$ cat src/rtl/core/sha_pkg.sv
// SHA-256 stream hasher package: round constants, initial hash values,
// command struct between front and back, and a rotate-right helper function.
// No dependencies.
package sha_pkg;

  typedef struct packed {
    logic [31:0] data;
    logic [2:0]  count;
    logic        last;
  } sha_cmd_t;

  typedef enum logic [2:0] {
    BK_IDLE,
    BK_LOAD,
    BK_ROUND,
    BK_ADD,
    BK_PAD,
    BK_EMIT
  } bk_state_t;

  localparam logic [7:0]  PAD_BYTE = 8'h80;
  localparam logic [5:0]  LEN_POS  = 6'd56;

  localparam logic [31:0] START_HASH [8] = '{
    32'h6a09e667, 32'hbb67ae85, 32'h3c6ef372, 32'ha54ff53a,
    32'h510e527f, 32'h9b05688c, 32'h1f83d9ab, 32'h5be0cd19
  };

  localparam logic [31:0] ROUND_K [64] = '{
    32'h428a2f98,32'h71374491,32'hb5c0fbcf,32'he9b5dba5,32'h3956c25b,32'h59f111f1,
    32'h923f82a4,32'hab1c5ed5,32'hd807aa98,32'h12835b01,32'h243185be,32'h550c7dc3,
    32'h72be5d74,32'h80deb1fe,32'h9bdc06a7,32'hc19bf174,32'he49b69c1,32'hefbe4786,
    32'h0fc19dc6,32'h240ca1cc,32'h2de92c6f,32'h4a7484aa,32'h5cb0a9dc,32'h76f988da,
    32'h983e5152,32'ha831c66d,32'hb00327c8,32'hbf597fc7,32'hc6e00bf3,32'hd5a79147,
    32'h06ca6351,32'h14292967,32'h27b70a85,32'h2e1b2138,32'h4d2c6dfc,32'h53380d13,
    32'h650a7354,32'h766a0abb,32'h81c2c92e,32'h92722c85,32'ha2bfe8a1,32'ha81a664b,
    32'hc24b8b70,32'hc76c51a3,32'hd192e819,32'hd6990624,32'hf40e3585,32'h106aa070,
    32'h19a4c116,32'h1e376c08,32'h2748774c,32'h34b0bcb5,32'h391c0cb3,32'h4ed8aa4a,
    32'h5b9cca4f,32'h682e6ff3,32'h748f82ee,32'h78a5636f,32'h84c87814,32'h8cc70208,
    32'h90befffa,32'ha4506ceb,32'hbef9a3f7,32'hc67178f2
  };

  function automatic logic [31:0] rotr(input logic [31:0] v, input int s);
    rotr = (v >> s) | (v << (32 - s));
  endfunction

endpackage

$ cat src/rtl/core/sha_front.sv
// Front end: accepts words, clamps the byte count and drops empty non-last
// words, then pushes commands into a two-entry queue. Depends on sha_pkg.
module sha_front (
  input  logic              clk,
  input  logic              rst_n,
  input  logic              in_valid,
  output logic              in_stall,
  input  logic [31:0]       in_data_word,
  input  logic [2:0]        in_byte_count,
  input  logic              in_last,
  output logic              q_valid,
  output sha_pkg::sha_cmd_t q_cmd,
  input  logic              q_pop
);
  import sha_pkg::*;

  sha_cmd_t  q_mem_r [2];
  logic      wr_ptr_r, rd_ptr_r;
  logic [1:0] cnt_r;
  logic      push;
  sha_cmd_t  cmd;

  // classify the incoming word
  always_comb begin
    cmd.data  = in_data_word;
    cmd.count = (in_byte_count > 3'd4) ? 3'd4 : in_byte_count;
    cmd.last  = in_last;
  end

  assign in_stall = (cnt_r == 2'd2);
  assign push     = in_valid && !in_stall && (cmd.count != 3'd0 || cmd.last);
  assign q_valid  = (cnt_r != 2'd0);
  assign q_cmd    = q_mem_r[rd_ptr_r];

  // store payload
  always_ff @(posedge clk) begin
    if (push) q_mem_r[wr_ptr_r] <= cmd;
  end

  // advance pointers and count
  always_ff @(posedge clk) begin
    if (!rst_n) begin
      wr_ptr_r <= 1'b0;
      rd_ptr_r <= 1'b0;
      cnt_r    <= 2'd0;
    end else begin
      if (push) wr_ptr_r <= ~wr_ptr_r;
      if (q_pop) rd_ptr_r <= ~rd_ptr_r;
      cnt_r <= cnt_r + {1'b0, push} - {1'b0, q_pop};
    end
  end
endmodule

$ cat src/rtl/core/sha_back.sv
// Back end: packs bytes into the block, pads, runs 64 compression rounds
// one per cycle and emits the digest through an output register.
// Depends on sha_pkg.
module sha_back (
  input  logic              clk,
  input  logic              rst_n,
  input  logic              q_valid,
  input  sha_pkg::sha_cmd_t q_cmd,
  output logic              q_pop,
  output logic              out_valid,
  input  logic              out_stall,
  output logic [31:0]       out_digest_word,
  output logic [2:0]        out_word_index,
  output logic              out_last_word
);
  import sha_pkg::*;

  bk_state_t   state_r, state_nxt;
  logic [31:0] hash_r [8];
  logic [31:0] blk_r [16];
  logic [31:0] v_r [8];
  logic [5:0]  fill_r;
  logic [63:0] len_r;
  logic [63:0] flen_r;
  logic [5:0]  rnd_r;
  logic [2:0]  bidx_r;
  logic [2:0]  emit_r;
  logic        fin_r;
  logic [2:0]  cnt_r;
  logic [31:0] word_r;
  logic        pad_r;
  logic        tail_r;
  logic [4:0]  bsh;
  logic [31:0] t1, t2, w_new, s0, s1;

  // pop a command whenever the back end is idle
  assign q_pop = (state_r == BK_IDLE) && q_valid;

  // schedule word and round terms
  always_comb begin
    s0 = rotr(blk_r[1], 7) ^ rotr(blk_r[1], 18) ^ (blk_r[1] >> 3);
    s1 = rotr(blk_r[14], 17) ^ rotr(blk_r[14], 19) ^ (blk_r[14] >> 10);
    w_new = blk_r[0] + s0 + blk_r[9] + s1;
    t1 = v_r[7] + (rotr(v_r[4], 6) ^ rotr(v_r[4], 11) ^ rotr(v_r[4], 25))
       + ((v_r[4] & v_r[5]) ^ (~v_r[4] & v_r[6])) + ROUND_K[rnd_r] + blk_r[0];
    t2 = (rotr(v_r[0], 2) ^ rotr(v_r[0], 13) ^ rotr(v_r[0], 22))
       + ((v_r[0] & v_r[1]) ^ (v_r[0] & v_r[2]) ^ (v_r[1] & v_r[2]));
  end

  // bit offset of the current byte within its block word
  assign bsh = {~fill_r[1:0], 3'b000};

  // next state
  always_comb begin
    state_nxt = state_r;
    unique case (state_r)
      BK_IDLE:  if (q_valid) state_nxt = BK_LOAD;
      BK_LOAD: begin
        if (cnt_r != 3'd0 && fill_r == 6'd63) state_nxt = BK_ROUND;
        else if (cnt_r <= 3'd1) state_nxt = fin_r ? BK_PAD : BK_IDLE;
      end
      BK_ROUND: if (rnd_r == 6'd63) state_nxt = BK_ADD;
      BK_ADD: begin
        if (pad_r && fin_r && fill_r == 6'd0 && bidx_r == 3'd1) state_nxt = BK_EMIT;
        else if (cnt_r != 3'd0) state_nxt = BK_LOAD;
        else if (fin_r) state_nxt = BK_PAD;
        else state_nxt = BK_IDLE;
      end
      BK_PAD:   if (fill_r == 6'd63) state_nxt = BK_ROUND;
      BK_EMIT:  if (!out_stall && emit_r == 3'd7 && out_valid) state_nxt = BK_IDLE;
      default:  state_nxt = BK_IDLE;
    endcase
  end

  // datapath
  always_ff @(posedge clk) begin
    if (!rst_n) begin
      state_r <= BK_IDLE;
      fill_r  <= 6'd0;
      len_r   <= 64'd0;
      pad_r   <= 1'b0;
      tail_r  <= 1'b0;
      fin_r   <= 1'b0;
      cnt_r   <= 3'd0;
      bidx_r  <= 3'd0;
      emit_r  <= 3'd0;
      out_valid <= 1'b0;
      for (int i = 0; i < 8; i++) hash_r[i] <= START_HASH[i];
    end else begin
      state_r <= state_nxt;
      unique case (state_r)
        BK_IDLE: if (q_valid) begin
          word_r <= q_cmd.data;
          cnt_r  <= q_cmd.count;
          fin_r  <= q_cmd.last;
          len_r  <= len_r + {58'd0, q_cmd.count, 3'd0};
          flen_r <= len_r + {58'd0, q_cmd.count, 3'd0};
          bidx_r <= 3'd0;
        end
        BK_LOAD: if (cnt_r != 3'd0) begin
          blk_r[fill_r[5:2]][bsh +: 8] <= word_r[31:24];
          word_r <= {word_r[23:0], 8'h00};
          cnt_r  <= cnt_r - 3'd1;
          fill_r <= fill_r + 6'd1;
          if (fill_r == 6'd63) begin
            for (int i = 0; i < 8; i++) v_r[i] <= hash_r[i];
            rnd_r <= 6'd0;
          end
        end
        BK_PAD: begin
          // zero to the end of the block when the pad byte leaves no room
          if (!pad_r) begin
            blk_r[fill_r[5:2]][bsh +: 8] <= PAD_BYTE;
            pad_r  <= 1'b1;
            tail_r <= (fill_r >= LEN_POS) && (fill_r != 6'd63);
          end else if (fill_r < LEN_POS || tail_r) begin
            blk_r[fill_r[5:2]][bsh +: 8] <= 8'h00;
            if (fill_r == 6'd63) tail_r <= 1'b0;
          end else begin
            blk_r[fill_r[5:2]][bsh +: 8] <= flen_r[63:56];
            flen_r <= {flen_r[55:0], 8'h00};
            if (fill_r == 6'd63) bidx_r <= 3'd1;
          end
          fill_r <= fill_r + 6'd1;
          if (fill_r == 6'd63) begin
            for (int i = 0; i < 8; i++) v_r[i] <= hash_r[i];
            rnd_r <= 6'd0;
          end
        end
        BK_ROUND: begin
          v_r[7] <= v_r[6]; v_r[6] <= v_r[5]; v_r[5] <= v_r[4];
          v_r[4] <= v_r[3] + t1;
          v_r[3] <= v_r[2]; v_r[2] <= v_r[1]; v_r[1] <= v_r[0];
          v_r[0] <= t1 + t2;
          for (int i = 0; i < 15; i++) blk_r[i] <= blk_r[i + 1];
          blk_r[15] <= w_new;
          rnd_r <= rnd_r + 6'd1;
        end
        BK_ADD: begin
          for (int i = 0; i < 8; i++) hash_r[i] <= hash_r[i] + v_r[i];
          if (state_nxt == BK_EMIT) begin
            emit_r    <= 3'd0;
            out_valid <= 1'b1;
            out_digest_word <= hash_r[0] + v_r[0];
          end
        end
        BK_EMIT: if (!out_stall) begin
          if (emit_r == 3'd7) begin
            out_valid <= 1'b0;
            for (int i = 0; i < 8; i++) hash_r[i] <= START_HASH[i];
            len_r  <= 64'd0;
            fill_r <= 6'd0;
            pad_r  <= 1'b0;
            tail_r <= 1'b0;
            fin_r  <= 1'b0;
            bidx_r <= 3'd0;
          end else begin
            out_digest_word <= hash_r[emit_r + 3'd1];
          end
          emit_r <= emit_r + 3'd1;
        end
        default: ;
      endcase
    end
  end

  assign out_word_index = emit_r;
  assign out_last_word  = (emit_r == 3'd7);
endmodule

$ cat src/rtl/core/sha256_stream_hasher.sv
// Channel | direction | ports
// in      | input     | in_valid, in_stall, in_data_word, in_byte_count, in_last
// out     | output    | out_valid, out_stall, out_digest_word, out_word_index, out_last_word
// A word is popped in the idle state, then its valid bytes load one per cycle;
// each full block then runs the 64 compression rounds and an add step. Padding
// writes one byte per cycle up to the block end, with a further block of rounds
// when the length does not fit; digest words leave one per cycle unless stalled.
// Reset is synchronous, active low, and restores the initial hash.
// A two-entry queue takes input transfers while the back end works or is stalled.
// Top level of the SHA-256 stream hasher; depends on sha_pkg, sha_front, sha_back.
module sha256_stream_hasher (
  input  logic        clk,
  input  logic        rst_n,
  input  logic        in_valid,
  output logic        in_stall,
  input  logic [31:0] in_data_word,
  input  logic [2:0]  in_byte_count,
  input  logic        in_last,
  output logic        out_valid,
  input  logic        out_stall,
  output logic [31:0] out_digest_word,
  output logic [2:0]  out_word_index,
  output logic        out_last_word
);
  import sha_pkg::*;

  logic     q_valid, q_pop;
  sha_cmd_t q_cmd;

  sha_front u_front (
    .clk, .rst_n, .in_valid, .in_stall, .in_data_word, .in_byte_count, .in_last,
    .q_valid, .q_cmd, .q_pop
  );

  sha_back u_back (
    .clk, .rst_n, .q_valid, .q_cmd, .q_pop,
    .out_valid, .out_stall, .out_digest_word, .out_word_index, .out_last_word
  );

`ifndef SYNTH
  // last flag only on the final digest word
  a_last: assert property (@(posedge clk) disable iff (!rst_n)
    out_valid |-> (out_last_word == (out_word_index == 3'd7)))
    else $error("last_word out of place");
  // digest words advance in order
  a_order: assert property (@(posedge clk) disable iff (!rst_n)
    out_valid && !out_stall && !out_last_word |=> out_valid &&
      out_word_index == $past(out_word_index) + 3'd1)
    else $error("digest order broken");
  // no pop from an empty queue
  a_pop: assert property (@(posedge clk) disable iff (!rst_n)
    q_pop |-> q_valid)
    else $error("queue underflow");
`endif
endmodule
$ cat config.mk
export PLATFORM = sky130hd
export DESIGN_NAME = sha256_stream_hasher
export DESIGN_NICKNAME = d
export VERILOG_FILES = /design/src/rtl/core/sha_pkg.sv /design/src/rtl/core/sha_front.sv /design/src/rtl/core/sha_back.sv /design/src/rtl/core/sha256_stream_hasher.sv
export SDC_FILE = /design/constraint.sdc
export NUM_CORES = 2
export LEC_CHECK = 0
export BUFFER_PORTS_ARGS = -buffer_cell sky130_fd_sc_hd__buf_2
export CAP_MARGIN = 20
export CORE_ASPECT_RATIO = 0.6
export CORE_MARGIN = 2
export CORE_UTILIZATION = 54
export CTS_BUF_LIST = sky130_fd_sc_hd__clkbuf_8
export CTS_CLUSTER_SIZE = 14
export DETAILED_ROUTE_END_ITERATION = 8
export GPL_TIMING_DRIVEN = 0
export PLACE_DENSITY = 0.7
export SLEW_MARGIN = 20
export SYNTH_ARGS = -nofsm -noshare
export SYNTH_HDL_FRONTEND = slang
export SYNTH_HIERARCHICAL = 1
export SYNTH_SLANG_ARGS = --single-unit
export TNS_END_PERCENT = 100
$ cat constraint.sdc
create_clock -name clk -period 18.5 [get_ports clk]
set_clock_uncertainty 0.05 [all_clocks]
set_input_delay 0.925 -clock clk [delete_from_list [all_inputs] [get_ports clk]]
set_output_delay 0.925 -clock clk [all_outputs]
set_load 0.005 [all_outputs]
[After elaboration in Yosys (flattened, before gate mapping)]
Memories as Yosys holds them, arrays and structs flattened. A register that Yosys moved wholly into a read port is not among the register bits.
Cells that the tools add are included.
Cells by class
  $mul: 0
  reductions and logical operators: 40
  multiplexer cells: 231
  add/sub/neg operators: 26
  equal/unequal tests: 23
  bitwise logic cells: 159
  shift operators: 5
  div/mod/pow operators: 0
  order comparisons: 5
Operators with widths (number)
  two-way mux 32 bit: 45
  adder 32 bit: 18
  two-way mux 64 bit: 5
  XOR 32 bit: 9
  case mux 64 bit (2 select lines): 2
  AND 32 bit: 5
  two-way mux 1 bit: 141
  bitwise OR 1 bit: 128
  case mux 32 bit (2 select lines): 2
  adder 64 x 6 -> 64 bit: 1
  indexed part select 8 x 7 -> 32 bit: 2
  indexed part select 8 x 7 -> 32 bit (first input constant): 2
  two-way mux 3 bit: 20
  case mux 6 bit (3 select lines): 2
  NOT 32 bit: 1
  bitwise OR 10 x 32 -> 32 bit: 1
  bitwise OR 13 x 32 -> 32 bit: 1
  bitwise OR 14 x 32 -> 32 bit: 1
  bitwise OR 15 x 32 -> 32 bit: 1
  bitwise OR 19 x 32 -> 32 bit: 1
  bitwise OR 21 x 32 -> 32 bit: 1
  bitwise OR 25 x 32 -> 32 bit: 1
  bitwise OR 26 x 32 -> 32 bit: 1
  bitwise OR 30 x 32 -> 32 bit: 1
  45 further kinds: 97
Word-level totals
  word-level logic and storage cells: 511
  register bits after elaboration: 224
  ROM bits: 2048
  memory bits (writable): 1096
  memories kept: 5
  input port bits: 40
  bits in latches: 0
Memory list
  (name not given): words 64, bits a word 32, rd ports 1, clocked after Yosys merged registers in 0, write ports 0, line sha_back.sv:45  | + ((v_r[4] & v_r[5]) ^ (~v_r[4] & v_r[6])) + ROUND_K[rnd_r] + blk_r[0];
  u_back.blk_r: words 16, bits a word 32, rd ports 16, clocked after Yosys merged registers in 0, write ports 16, line sha_back.sv:20  | logic [31:0] blk_r [16];
  u_back.hash_r: words 8, bits a word 32, rd ports 9, clocked after Yosys merged registers in 0, write ports 8, line sha_back.sv:19  | logic [31:0] hash_r [8];
  u_back.v_r: words 8, bits a word 32, rd ports 8, clocked after Yosys merged registers in 0, write ports 8, line sha_back.sv:21  | logic [31:0] v_r [8];
  u_front.q_mem_r: words 2, bits a word 36, rd ports 1, clocked after Yosys merged registers in 1, write ports 1, line sha_front.sv:17  | sha_cmd_t q_mem_r [2];

[Logic depth before layout (Yosys ltp)]
  word-level depth: 10
  gate-level depth with buffers: 40
  depth with buffers taken out: 38

[Modules after synthesis]
Netlist, hierarchy kept.
By module, submodules not included
  sha_back: instances 1, cells each 8071, area each 80395.9 um2, sequential area each 35023.6 um2
  sha_front: instances 1, cells each 142, area each 2855.2 um2, sequential area each 2262.2 um2

[Least setup slack after synthesis]
OpenSTA, ideal clock, no wires.
  path type: register to register
  start: reg u_back.rnd_r[0]
  end: mem u_back.v_r[0][31] (data pin)
  buffers on the path: 3
  clock period less this slack: 8.291 ns
  setup time: 0.263 ns
  stages on the path, launching flop included: 37
  data required time: 18.187 ns
  arrival time: 7.978 ns
  setup slack: 10.209 ns
  cell sequence: edfxtp_1 > clkbuf_1 > inv_1 > ha_1 > clkbuf_1 > clkbuf_1 > nand2_1 > a311o_1 > a21oi_1 > a21oi_1 > fa_1 > fa_1 > fa_1 > inv_1 > ha_1 > inv_1 > fa_1 > nor2b_1 > o31a_1 > o41ai_1 > a211oi_1 > nor3_2 > nor4_2 > o22a_1 > xor2_1 > inv_1 > fa_1 > inv_1 > ha_1 > a21oi_1 > o21bai_1 > a21oi_1 > nand2_1 > o221ai_1 > xnor2_1 > xnor2_1 > o21ai_1
RTL lines
  start, declared: line sha_back.sv:25  | logic [5:0] rnd_r;
  start signal, assigned: line sha_back.sv:137  | rnd_r <= rnd_r + 6'd1;
  end, declared: line sha_back.sv:21

==> out/metrics.yaml <==
nNetsFinal: 9187
wl_mm: 349
max_stage_delay_ns: 0.89
drive_gt1_frac: 0.0785
synth_mux_area_frac: 0.0349
peakVddDrop_mv: 0.0788
whs_ns: 0.0843
fmax_mhz: 80.6
port_buffers: 77
power_per_cell_area_nw_per_um2: 83.3
ys_ff_latch: 1313
intPower_mw: 5.14
swShare: 0.321
grt_pass1_wl_mm: 481
synth_compound_area_frac: 0.176
synth-simple-area-share: 0.132
antenna_found_initial: 13
p_switching_mw: 2.44
syn-num-nets: 8854
core_area_um2: 153000
total_leakage_power_nw: 38.5
num_io_pins: 78
outcome: "completed"
clockBufferDepth: 3
synth_edf_count: 1099
clkSlewWorstSetupHoldPaths_ns: 0.08
dp_hpwl_mm: 277
firstDrtPassIters: 8
hold_violations: 0
setup_tns_ns: 0
synthAdderAreaFrac: 0.108
maxCapViolCount: 0
slowest_stage: "o211ai_1"
final_core_util: 0.595
cp.arrival_ns: 13.21
period_minus_slack_ns: 12.41
rsz0062_at_grt: "false"
clk-insertion-delay-late_ns: 0.99
p_seq_frac: 0.462
yosysTopAreaCell: "edfxtp_1"
worst_pin_slew_ns: 1.37
yosys-top-cells-area: "edfxtp_1 (40%), ha_1 (6.1%), nand2_1 (5.9%)"
worstPathRequired_ns: 19.30
post-cts-setup-buffers: 0
cts_tree: "yes"
combPwrFrac: 0.221
startpoint_type: "register"
grt_start_max_net_pins: 62
syn_inst: 8213
path_class: "reg2reg"
synth_top_family_by_area: "compound AO/OA/AOI/OAI gates"
synth_ff_type: "edfxtp_1"
cts_repair_resize_count: 0
slew_headroom: 0.0861
finalCritPeriodShare: 0.671
drt_iter0_drc: 13000
grtUsageTotal: 0.432
yosys.cell_types.count: 93
wire_per_inst_um: 32.4
clockRootBuffer: "clkbuf_8"
cts_buffers: 198
die_h_um: 308
vias: 72600
synth_area_per_cell_um2: 10.1
crit_path_end_kind: "register"
clkPwrFrac: 0.317
remaining_drc_errors: 0
dieArea_um2: 157000
ys_seq_area_frac: 0.448
synth.top_cell.area_share: 0.396
setup_violations: 0
grt_pass1_vias: 64400
min_path_type: "in2reg"
start_util: 0.544
num_rows: 111
gp_congestion: 1.17
cts_hold_buf: 0
synthArstFlopShare: 0
h-tree-depth: 4
synth_xor_xnor_area_share: 0.0640
grt-ovfl-total: 0
dieWidth_um: 511
vias_per_cell: 6.75
area_growth_pct: 9.29
synth_area_um2: 83300
cts.sinks: 1313
yosysWarnings: 6
path_max_fanout: 10
drv_slew: 0
ant_nets: 0
stage by stage:
step	cells	power, mW	area [um2]	setup WS [ns]
after floorplan	8213	4.60	83300	10.21
after global placement	10300	5.11	86200	5.86
after detailed placement	10400	5.16	87200	6.94
after CTS	10700	7.53	90900	6.91
after global routing	10700	7.82	90900	6.08
final	10800	7.58	91000	6.09
cells in the mapped netlist, types with 67 or more instances:
cell      count
nand2_1    1304
edfxtp_1   1099
a21o_1      635
a21oi_1     474
ha_1        405
clkbuf_1    394
o21ai_0     392
xnor2_1     377
nor2_1      362
inv_1       330
xor2_1      231
dfxtp_1     214
fa_1        196
nor2b_1     149
nand3_1     125
nor3_1      122
o21ai_1     122
o21a_1       84
a211oi_1     77
o211ai_1     69
mux4_2       67
cell type report:
type / count / area, um2
well taps: 2034 / 2540
repair buffers: 133 / 1190
clock buffers: 211 / 2900
inverters: 332 / 1250
plain buffers: 455 / 1830
flip-flops and latches: 1313 / 37300
multi-input cells: 6113 / 43100
fillers: 13100 / 61900
diodes: 16 / 40.0
clock inverters: 148 / 830
power groups by stage:
stage	sequential, mW	clock, mW	combinational (mW)
final	3.50	2.40	1.68
after global routing	3.51	2.53	1.79
after CTS	3.50	2.42	1.62
after detailed placement	3.56	0	1.60
after global placement	3.57	0	1.54
after floorplan	3.54	0	1.06
routing by layer:
layer  part of all wire  global-route usage  up-vias
met5             0.0011              0.0113        -
met4              0.023              0.0925       22
met3               0.21               0.285      625
met2               0.33               0.477     5964
met1               0.43               0.659    35800
li1                   -                   -    30200
flip-flops by register name (all words and copies together), names as in the netlist, 32 cells and up, named ones only:
name / cells
u_back/len_r: 61
u_back/v_r: 256
u_back/flen_r: 61
u_back/out_digest_word: 32
u_back/hash_r: 256
u_back/word_r: 32
u_front/q_mem_r: 72
u_back/blk_r: 512
cell families after synthesis:
group | after synthesis
AND/OR/NAND/NOR | 2447
AO/OA/AOI/OAI | 2258
flip-flops | 1313
buffers and inverters | 787
XOR/XNOR | 608
adder cells (fa/ha/maj) | 605
multiplexers | 195
placed cells by master, fill, tap and decap left out, types with 24 or more instances in the layout:
cell / Yosys / routed
nand4_1: 36 / 36
nor3_1: 122 / 122
clkbuf_2: 1 / 58
o21ai_0: 392 / 326
nand3_1: 125 / 125
xnor2_1: 377 / 377
a21o_1: 635 / 635
o31ai_1: 37 / 35
fa_1: 196 / 196
a31oi_1: 52 / 50
dfxtp_1: 214 / 214
mux2_2: 55 / 55
clkbuf_8: 0 / 211
nand2_1: 1304 / 1304
xor2_1: 231 / 231
a22oi_1: 41 / 41
mux2_1: 34 / 34
o22ai_1: 27 / 27
nor2_1: 362 / 359
nor2b_1: 149 / 148
clkinv_1: 2 / 39
and2_1: 50 / 48
o211ai_1: 69 / 69
o21a_1: 84 / 84
a21oi_1: 474 / 470
nand2b_1: 63 / 63
or3_1: 48 / 48
mux2i_1: 39 / 39
clkbuf_1: 394 / 339
and3_1: 60 / 60
buf_4: 2 / 28
buf_2: 28 / 113
o21bai_1: 44 / 44
ha_1: 405 / 405
mux4_2: 67 / 67
a211oi_1: 77 / 76
inv_1: 330 / 402
edfxtp_1: 1099 / 1099
or2_2: 24 / 24
o21ai_1: 122 / 185
worst max-delay path: cells and delay by family, from the launching register on:
| family | cells | cell delay [ns] |
|---|---|---|
| AO/OA/AOI/OAI | 13 | 4.52 |
| XOR/XNOR | 1 | 0.32 |
| adder cells (fa/ha/maj) | 6 | 2.88 |
| buffers and inverters | 9 | 3.00 |
| flip-flops | 1 | 0.33 |
| AND/OR/NAND/NOR | 7 | 1.18 |
worst paths after layout:
kind | startpoint | endpoint | slack [ns] | cells after the start
setup / recovery | u_back/rnd_r[3] | u_back/v_r[0][29] | 6.09 | 36
hold / removal | in_data_word[6] | u_front/q_mem_r[0][10] | 0.08 | 1
setup reg to reg | u_back/rnd_r[3] | u_back/v_r[0][29] | 6.09 | 36
hold reg to reg | u_back/blk_r[15][26] | u_back/blk_r[14][26] | 0.44 | 1
Power figures use the tool's default switching activity.
